<file path="src/rtl/core/ptf_pkg.sv">
`timescale 1ns / 1ps
package ptf_pkg;

  localparam int POS_FRAC_BITS = 14;
  localparam int POS_W         = 16;

  localparam longint ONE_Q_L     = longint'(1) << POS_FRAC_BITS;
  localparam longint YAW_LIM_L   = (55 * ONE_Q_L + 50) / 100;
  localparam longint MIN_APPLY_L = (15 * ONE_Q_L + 500) / 1000;
  localparam longint SPD_FAR_L   = (35 * ONE_Q_L + 50) / 100;
  localparam longint SPD_MID_L   = (18 * ONE_Q_L + 50) / 100;

  localparam logic signed [POS_W-1:0] ONE_Q   = POS_W'(ONE_Q_L);
  localparam logic signed [POS_W-1:0] YAW_LIM = POS_W'(YAW_LIM_L);
  localparam logic [35:0] MIN_SQ     = 36'(MIN_APPLY_L * MIN_APPLY_L);
  localparam logic [35:0] SPD_FAR_SQ = 36'(SPD_FAR_L * SPD_FAR_L);
  localparam logic [35:0] SPD_MID_SQ = 36'(SPD_MID_L * SPD_MID_L);

  localparam logic signed [15:0] ALPHA_Q16 = 16'sd11796;

  localparam logic [6:0] SCAN_SPEED    = 7'd85;
  localparam logic [6:0] TRACK_SPEED   = 7'd110;
  localparam logic [6:0] SPEED_CAP_MID = 7'd105;
  localparam logic [6:0] SPEED_CAP_FAR = 7'd90;

  localparam logic [1:0] MODE_OFF = 2'd0;
  localparam logic [1:0] MODE_NET = 2'd1;

  localparam int CFG_IDX_W = 3;
  localparam int CFG_W     = 16;
  localparam logic [CFG_IDX_W-1:0] REG_RUN_MODE    = 3'd0;
  localparam logic [CFG_IDX_W-1:0] REG_UPDATE_IV   = 3'd1;
  localparam logic [CFG_IDX_W-1:0] REG_DETECT_IV   = 3'd2;
  localparam logic [CFG_IDX_W-1:0] REG_LOST_TO     = 3'd3;
  localparam logic [CFG_IDX_W-1:0] REG_SCAN_PITCH  = 3'd4;
  localparam logic [CFG_IDX_W-1:0] REG_SCAN_STEP   = 3'd5;
  localparam logic [CFG_IDX_W-1:0] REG_MAX_STEP    = 3'd6;
  localparam logic [CFG_IDX_W-1:0] REG_OUTLIER_LIM = 3'd7;

  typedef enum logic [3:0] {
    OP_NONE, OP_LOAD, OP_GATE, OP_SWEEP, OP_SMOOTH, OP_DIST, OP_SSQ,
    OP_APPLY, OP_DET_SCAN, OP_FDIST, OP_DET_TRK, OP_LOST
  } op_e;

  typedef enum logic [3:0] {
    ST_IDLE, ST_GATE, ST_SWEEP, ST_SMOOTH, ST_DIST, ST_SSQ, ST_APPLY,
    ST_DET_SCAN, ST_FDIST, ST_DET_TRK, ST_LOST, ST_OUT
  } state_e;

  typedef struct packed {
    op_e op;
  } cmd_t;

  typedef struct packed {
    logic tick_go;
    logic trk;
    logic lost;
  } status_t;

  function automatic logic [35:0] sq_sum(logic signed [16:0] a, logic signed [16:0] b);
    logic signed [33:0] pa;
    logic signed [33:0] pb;
    pa = a * a;
    pb = b * b;
    return 36'(unsigned'(pa)) + 36'(unsigned'(pb));
  endfunction

  // Exponential smoothing step, rounded half up.
  function automatic logic signed [15:0] smooth_axis(logic signed [15:0] cur,
                                                     logic signed [15:0] tgt);
    logic signed [16:0] d;
    logic signed [32:0] p;
    logic signed [32:0] q;
    d = {tgt[15], tgt} - {cur[15], cur};
    p = d * ALPHA_Q16;
    q = (p + 33'sd32768) >>> 16;
    return cur + q[15:0];
  endfunction

  function automatic logic signed [15:0] sat16(logic signed [16:0] v);
    if (v[16] != v[15]) begin
      return v[16] ? 16'sh8000 : 16'sh7FFF;
    end
    return v[15:0];
  endfunction

endpackage

</file>
<file path="src/rtl/core/ptf_ctrl.sv">
`timescale 1ns / 1ps
module ptf_ctrl (
  input  logic             clk_i,
  input  logic             rst_ni,
  input  logic             in_valid_i,
  input  logic             out_stall_i,
  input  ptf_pkg::status_t status_i,
  output ptf_pkg::cmd_t    cmd_o,
  output logic             in_stall_o,
  output logic             out_valid_o
);

  ptf_pkg::state_e state_q, state_d;
  logic            scan_q, scan_d;

  always_ff @(posedge clk_i or negedge rst_ni) begin
    if (!rst_ni) begin
      state_q <= ptf_pkg::ST_IDLE;
      scan_q  <= 1'b0;
    end else begin
      state_q <= state_d;
      scan_q  <= scan_d;
    end
  end

  always_comb begin
    state_d    = state_q;
    scan_d     = scan_q;
    cmd_o.op   = ptf_pkg::OP_NONE;
    in_stall_o = 1'b1;
    out_valid_o = 1'b0;
    case (state_q)
      ptf_pkg::ST_IDLE: begin
        in_stall_o = 1'b0;
        if (in_valid_i) begin
          cmd_o.op = ptf_pkg::OP_LOAD;
          state_d  = ptf_pkg::ST_GATE;
        end
      end
      ptf_pkg::ST_GATE: begin
        cmd_o.op = ptf_pkg::OP_GATE;
        scan_d   = !status_i.trk;
        if (!status_i.tick_go) begin
          state_d = ptf_pkg::ST_OUT;
        end else if (status_i.trk) begin
          state_d = ptf_pkg::ST_FDIST;
        end else begin
          state_d = ptf_pkg::ST_SWEEP;
        end
      end
      ptf_pkg::ST_SWEEP: begin
        cmd_o.op = ptf_pkg::OP_SWEEP;
        state_d  = ptf_pkg::ST_SMOOTH;
      end
      ptf_pkg::ST_SMOOTH: begin
        cmd_o.op = ptf_pkg::OP_SMOOTH;
        state_d  = ptf_pkg::ST_DIST;
      end
      ptf_pkg::ST_DIST: begin
        cmd_o.op = ptf_pkg::OP_DIST;
        state_d  = ptf_pkg::ST_SSQ;
      end
      ptf_pkg::ST_SSQ: begin
        cmd_o.op = ptf_pkg::OP_SSQ;
        state_d  = ptf_pkg::ST_APPLY;
      end
      ptf_pkg::ST_APPLY: begin
        cmd_o.op = ptf_pkg::OP_APPLY;
        state_d  = scan_q ? ptf_pkg::ST_DET_SCAN : ptf_pkg::ST_OUT;
      end
      ptf_pkg::ST_DET_SCAN: begin
        cmd_o.op = ptf_pkg::OP_DET_SCAN;
        state_d  = ptf_pkg::ST_OUT;
      end
      ptf_pkg::ST_FDIST: begin
        cmd_o.op = ptf_pkg::OP_FDIST;
        state_d  = ptf_pkg::ST_DET_TRK;
      end
      ptf_pkg::ST_DET_TRK: begin
        cmd_o.op = ptf_pkg::OP_DET_TRK;
        state_d  = ptf_pkg::ST_LOST;
      end
      ptf_pkg::ST_LOST: begin
        cmd_o.op = ptf_pkg::OP_LOST;
        state_d  = status_i.lost ? ptf_pkg::ST_DIST : ptf_pkg::ST_SMOOTH;
      end
      ptf_pkg::ST_OUT: begin
        out_valid_o = 1'b1;
        if (!out_stall_i) begin
          state_d = ptf_pkg::ST_IDLE;
        end
      end
      default: begin
        state_d = ptf_pkg::ST_IDLE;
      end
    endcase
  end

endmodule

</file>
<file path="config.mk">
export PLATFORM = sky130hd
export DESIGN_NAME = ptf_ctrl
export DESIGN_NICKNAME = d
export VERILOG_FILES = /design/src/rtl/core/ptf_pkg.sv /design/src/rtl/core/ptf_ctrl.sv
export SDC_FILE = /design/constraint.sdc
export NUM_CORES = 1
export LEC_CHECK = 0
export BUFFER_PORTS_ARGS = -buffer_cell sky130_fd_sc_hd__buf_2
export CORE_AREA = 2 2 39 41
export CTS_CLUSTER_SIZE = 40
export DETAILED_ROUTE_END_ITERATION = 8
export DIE_AREA = 0 0 41 43
export PLACE_DENSITY = 0.52
export SLEW_MARGIN = 20
export SYNTH_ARGS = -nofsm -noshare
export SYNTH_HDL_FRONTEND = slang
export SYNTH_SLANG_ARGS = --single-unit
export TNS_END_PERCENT = 100
</file>
<file path="constraint.sdc">
create_clock -name clk_i -period 1.5 [get_ports clk_i]
set_input_delay 0.075 -clock clk_i [delete_from_list [all_inputs] [get_ports clk_i]]
set_output_delay 0.075 -clock clk_i [all_outputs]
set_load 0.005 [all_outputs]
</file>
==> results.yml, run 1 <==
clock_tree:
  h-tree-depth: 1
  root_buffer: "clkbuf_4"
  cts_max_path_buffers: 2
  cts_made_buffers: 3
  insertion_delay_ns: 0.25
  clk_pin_slew_worst_paths_ns: 0.05
  cts_tree: "yes"
  cts.sinks: 5
route:
  viasPerCell: 4.93
  ant_nets: 0
  drc: 0
  wl_per_cell_um: 11.5
  vias: 419
  wl_um: 980
  drt-pass1-iter-count: 4
  drt_iter0_drc: 7
place:
  portBuffers: 12
  gp_congestion: 0.780
  hpwlAfterDp_um: 719
  place_ws_ns: 0.0712
  dp_cells: 76
flow_run:
  maxCapViolations: 0
global_route:
  antenna_found_initial: 0
  grt_max_degree: 15
  overflow: 0
  grt_pass1_wl_um: 1590
  grtUsageTotal_pct: 13.9
  grt_pass1_vias: 358
die:
  die_w_um: 41
  die_h_um: 43
  core_um2: 1380
  dieArea_um2: 1760
  initial_core_util_pct: 30.5
  ioPinCount: 13
  std_cell_rows: 14
logic_synthesis:
  ys_ff_latch: 5
  netlist_area_um2: 422
  syn-num-nets: 58
  syn_avg_cell_area_um2: 8.27
  synth_cells: 51
  ys_types: 29
  seq_area_frac_synth_pct: 29.7
  ys_warn_count: 0
cells_and_area:
  nets: 77
  drive_gt1_share_pct: 40.6
  finalNonFillerCells: 85
  antenna_cells: 0
  area_growth_pct: 30.6
  fillers: 158
critical_path:
  worstPathMaxFanout: 13
  end_kind: "output port"
  critPathKind: "reg2out"
  critPathLaunchType: "register"
  critPathArrivalTime_ns: 1.36
  cp.required_ns: 1.42
sta:
  setup_ws_ns: 0.0675
  period_minus_slack_ns: 1.43
  fin_crit_sh_pct: 95.5
  setup_viol_count_final: 0
  hold_viol: 0
  finalClockSkew_ns: 0.00756
  fin_tns_setup_ns: 0
  max-slew-margin-rel_pct: 72.0
  timing.fmax_ghz: 0.698
  tightest_slew_ns: 0.421
  slew_violations: 0
power:
  power_density_nw_per_um2: 2250
  power_mw: 1.24
  peakVddDrop_v: 0.000706
  leakage_nw: 0.248
status:
  status: "complete, no violations"
min_path:
  hp-class: "in2reg"
[registers in the layout (all words and copies together), names as in the netlist]
| name | flops |
|---|---|
| scan_q | 1 |
| state_q | 4 |
[cell usage after synthesis]
master    n  area [um^2]
buf_2     2         10.0
o21ai_0   3         15.0
inv_2     1         3.75
or4_1     1         7.51
nor2_1    4         15.0
dfrtp_1   5          125
inv_1     2         7.51
o21ai_1   2         10.0
buf_6     1         11.3
xor2_1    1         8.76
o22ai_1   1         6.26
nor3_1    2         10.0
nor2_4    1         11.3
a21oi_1   6         30.0
nor4_2    1         12.5
nand2b_1  1         6.26
mux2i_1   1         10.0
o221ai_1  1         8.76
o21bai_1  2         15.0
a222oi_1  1         10.0
nor4_1    1         6.26
a211oi_1  2         15.0
nor2b_1   1         6.26
a21boi_0  1         7.51
buf_4     1         7.51
xnor2_1   1         8.76
nand2b_4  1         13.8
nand2_4   1         11.3
nand2_1   3         11.3
[through the flow]
| step | hold WS (ns) | util, % | instance area [um^2] |
|---|---|---|---|
| after global routing | 0.0322 | 39.8 | 551 |
| after global placement | -0.101 | 34.7 | 480 |
| after CTS | 0.0208 | 37.6 | 520 |
| final | 0.0322 | 39.8 | 551 |
| after floorplan | -0.221 | - | 422 |
| after detailed placement | -0.0980 | 34.7 | 480 |
[worst paths after layout]
check | slack (ns) | cells after the start | endpoint | start
max | 0.07 | 2 | in_stall_o | state_q[1]
min | 0.03 | 2 | scan_q | status_i[1]
min in group asynchronous | 0.18 | 2 | scan_q | rst_ni
max in group asynchronous | 1.17 | 2 | state_q[2] | rst_ni
max reg2reg | 0.11 | 4 | state_q[0] | state_q[0]
min reg2reg | 0.53 | 2 | scan_q | scan_q
[cells in the final DEF, fill, tap and decap left out, types with 2 or more instances in the layout]
cell      Yosys  final
o21ai_1       2      2
buf_4         1      5
o21ai_0       3      3
dfrtp_1       5      2
dfrtp_2       0      3
nand2_1       3      3
a21oi_1       6      6
buf_2         2     12
clkbuf_4      0      3
inv_1         2      2
o21bai_1      2      2
nor3_1        2      2
a211oi_1      2      2
nor2_1        4      4
[cell families after synthesis]
| family | after synthesis | share of synthesized area, % |
|---|---|---|
| muxes | 1 | 2.37 |
| DFF | 5 | 29.7 |
| buffers and inverters | 7 | 9.50 |
| and+or+nand+nor | 17 | 26.4 |
| AOI/OAI and AO/OA | 19 | 27.9 |
| xor gates and xnor gates | 2 | 4.16 |
[critical path, cell delays in order (launching register included)]
cell	delay, ns
dfrtp_2	0.50
or4_1	0.48
buf_2	0.14
[report_power, final]
group,switching [mW],internal [mW]
clock,0.0560,0.101
sequential,0.160,0.209
combinational,0.336,0.375
[cell type report]
type / count / area (um^2) / area share, %
tap: 16 / 20.0 / 3.64
clock buffer: 4 / 26.3 / 4.77
timing repair buffer: 18 / 108 / 19.5
sequential: 5 / 129 / 23.4
multi-input combinational: 39 / 256 / 46.6
inverter: 3 / 11.3 / 2.05
[repair_timing]
action	in CTS	in global routing
hold buffers	1	0
setup buffers	0	4
gates resized for setup	3	0
endpoints found under the setup margin	2	2
hold endpoints to repair	5	0
[layer usage]
metal | track usage [%] | part of all wire [%] | vias up
met4 | 8.00 | 1.2 | 0
met2 | 19.1 | 46 | 9
met3 | 4.71 | 4.0 | 2
met1 | 18.4 | 49 | 188
met5 | 0 | 0 | -
li1 | - | - | 220
(Power assumes the default switching activity.)
==> inputs of run 2 (changes only) <==
Settings changed: PLACE_DENSITY 0.52 to 0.64.
==> run 2 against run 1 <==
- critical path depth unchanged
- non-clock buffer count increased by 1
- hold slack improved by 0.0072 ns
- critical path type unchanged
- critical endpoint unchanged
- largest cell class unchanged
- largest power group unchanged
- highest routed layer unchanged
==> results.yml, run 2 (synthesis results as in run 1) <==
place:
  portBuffers: 12
  postPlaceCellArea_um2: 473
  hpwlAfterDp_um: 693
  dp_cells: 75
  gp_congestion: 0.767
sta:
  hold_viol: 0
  max-slew-margin-rel_pct: 73.1
  slew_violations: 0
  finalClockSkew_ns: 0.000807
  period_minus_slack_ns: 1.44
  timing.fmax_ghz: 0.695
  tightest_slew_ns: 0.404
  fin_crit_sh_pct: 95.9
  setup_viol_count_final: 0
power:
  switching_share_pct: 44.8
  leakage_nw: 0.253
  seqPwrFrac_pct: 28.4
  p_comb_share_pct: 59.2
  clockPowerShare_pct: 12.4
  intPower_mw: 0.698
  power_density_nw_per_um2: 2270
  peakVddDrop_v: 0.000860
  power_switching_mw: 0.567
clock_tree:
  insertion_delay_ns: 0.24
  h-tree-depth: 1
  cts_made_buffers: 3
  root_buffer: "clkbuf_4"
  cts.sinks: 5
  cts_tree: "yes"
  cts_max_path_buffers: 2
  clk_pin_slew_worst_paths_ns: 0.04
flow_run:
  maxCapViolations: 0
critical_path:
  critPathLaunchType: "register"
  cpPeakStageDelay_ns: 0.49
  worstRegToRegCells: 4
  critPathArrivalTime_ns: 1.36
  path_delay_family: "flip-flops"
  r2r-start: "state_q[0]"
  r2r_setup_slack_ns: 0.16
  worstPathMaxFanout: 13
  slowest_stage: "dfrtp_2"
  crit_chain: "or4_1 > buf_2"
  r2r_end: "state_q[0]"
  cp.required_ns: 1.42
  end_kind: "output port"
  cp.depth: 2
  crit_buf_inv: 1
  critPathKind: "reg2out"
cells_and_area:
  area_growth_pct: 32.3
  antenna_cells: 0
  largestRegisters: "state_q: 4 flops, scan_q: 1 flops"
  top_register: "state_q"
  layout_commonest_cell: "buf_2"
  stdcell_area_um2: 558
  nets: 78
  drive_gt1_share_pct: 41.4
  mostFrequentLayoutCells: "buf_2 (12), a21oi_1 (6), buf_4 (6)"
  finalNonFillerCells: 86
  largest_reg_flops: 4
die:
  die_h_um: 43
  std_cell_rows: 14
  die_w_um: 41
  ioPinCount: 13
  core_um2: 1380
  dieArea_um2: 1760
  initial_core_util_pct: 30.5
global_route:
  grt_pass1_vias: 387
  grt_pass1_wl_um: 1550
  grtUsageTotal_pct: 13.3
  antenna_found_initial: 0
  grt_max_degree: 15
  overflow: 0
min_path:
  hp-class: "in2reg"
  min_from: "status_i[1]"
  hold_depth: 2
  min_to: "scan_q"
route:
  wl_um: 1040
  wl_per_cell_um: 12.0
  drc: 0
  ant_nets: 0
  vias: 434
  drt_iter0_drc: 7
  viasPerCell: 5.05
  drt-pass1-iter-count: 4
status:
  status: "complete, no violations"
-- run 2: changes by cell type in the layout (fill, tap and decap cells not counted) --
cell and change:
buf_4 +1
-- run 2: repair_timing --
item                                    CTS  global route
gates resized for setup                   3             0
hold endpoints to repair                  5             0
hold buffers                              1             0
endpoints found under the setup margin    2             2
setup buffers                             2             4
-- run 2: area by class of cell --
cell class | instances | area, um^2
inverter | 3 | 11.3
sequential | 5 | 129
timing repair buffer | 19 | 115
multi-input combinational | 39 | 256
clock buffer | 4 | 26.3
tap | 16 | 20.0
fill | 148 | 826
-- run 2: power by group through the flow --
stage,registers (mW),logic (mW),clock network (mW)
floorplan,0.275,0.585,0
global placement,0.396,0.587,0
detailed placement,0.398,0.594,0
CTS,0.375,0.662,0.165
global route,0.372,0.846,0.171
finish,0.360,0.749,0.157
-- run 2: through the flow --
stage | setup TNS, ns | setup WS, ns | power (mW) | hold WS [ns] | utilization (%)
final | 0 | 0.0620 | 1.26 | 0.0394 | 40.3
after global routing | -0.0185 | -0.0185 | 1.39 | 0.0435 | 40.3
after CTS | 0 | 0.0107 | 1.20 | 0.0297 | 38.2
after detailed placement | 0 | 0.135 | 0.991 | -0.102 | 34.2
after global placement | 0 | 0.183 | 0.983 | -0.100 | 34.2
after floorplan | 0 | 0.310 | 0.860 | -0.221 | -
-- run 2: routing by layer --
| metal | up-vias | GRT usage, % | share of wire (%) |
|---|---|---|---|
| met3 | 2 | 6.28 | 6.6 |
| met2 | 13 | 20.9 | 49 |
| li1 | 220 | - | - |
| met1 | 199 | 14.4 | 44 |
| met4 | 0 | 6.00 | 0.39 |
| met5 | - | 0 | 0 |
-- run 2: how the worst max path moves through the flow --
stage	from	end
6_report	state_q[1]	in_stall_o
5_1_grt	state_q[1]	cmd_o[0]
4_1_cts	state_q[3]	in_stall_o
3_5_place_dp	state_q[2]	state_q[0]
3_3_place_gp	state_q[2]	state_q[0]
2_1_floorplan	state_q[3]	in_stall_o
-- run 2: worst reg2reg max path, stage by stage (launching register included) --
cell and delay (ns):
dfrtp_1 0.58, nand2_4 0.15, nor2_4 0.12, a21oi_1 0.07, a222oi_1 0.31
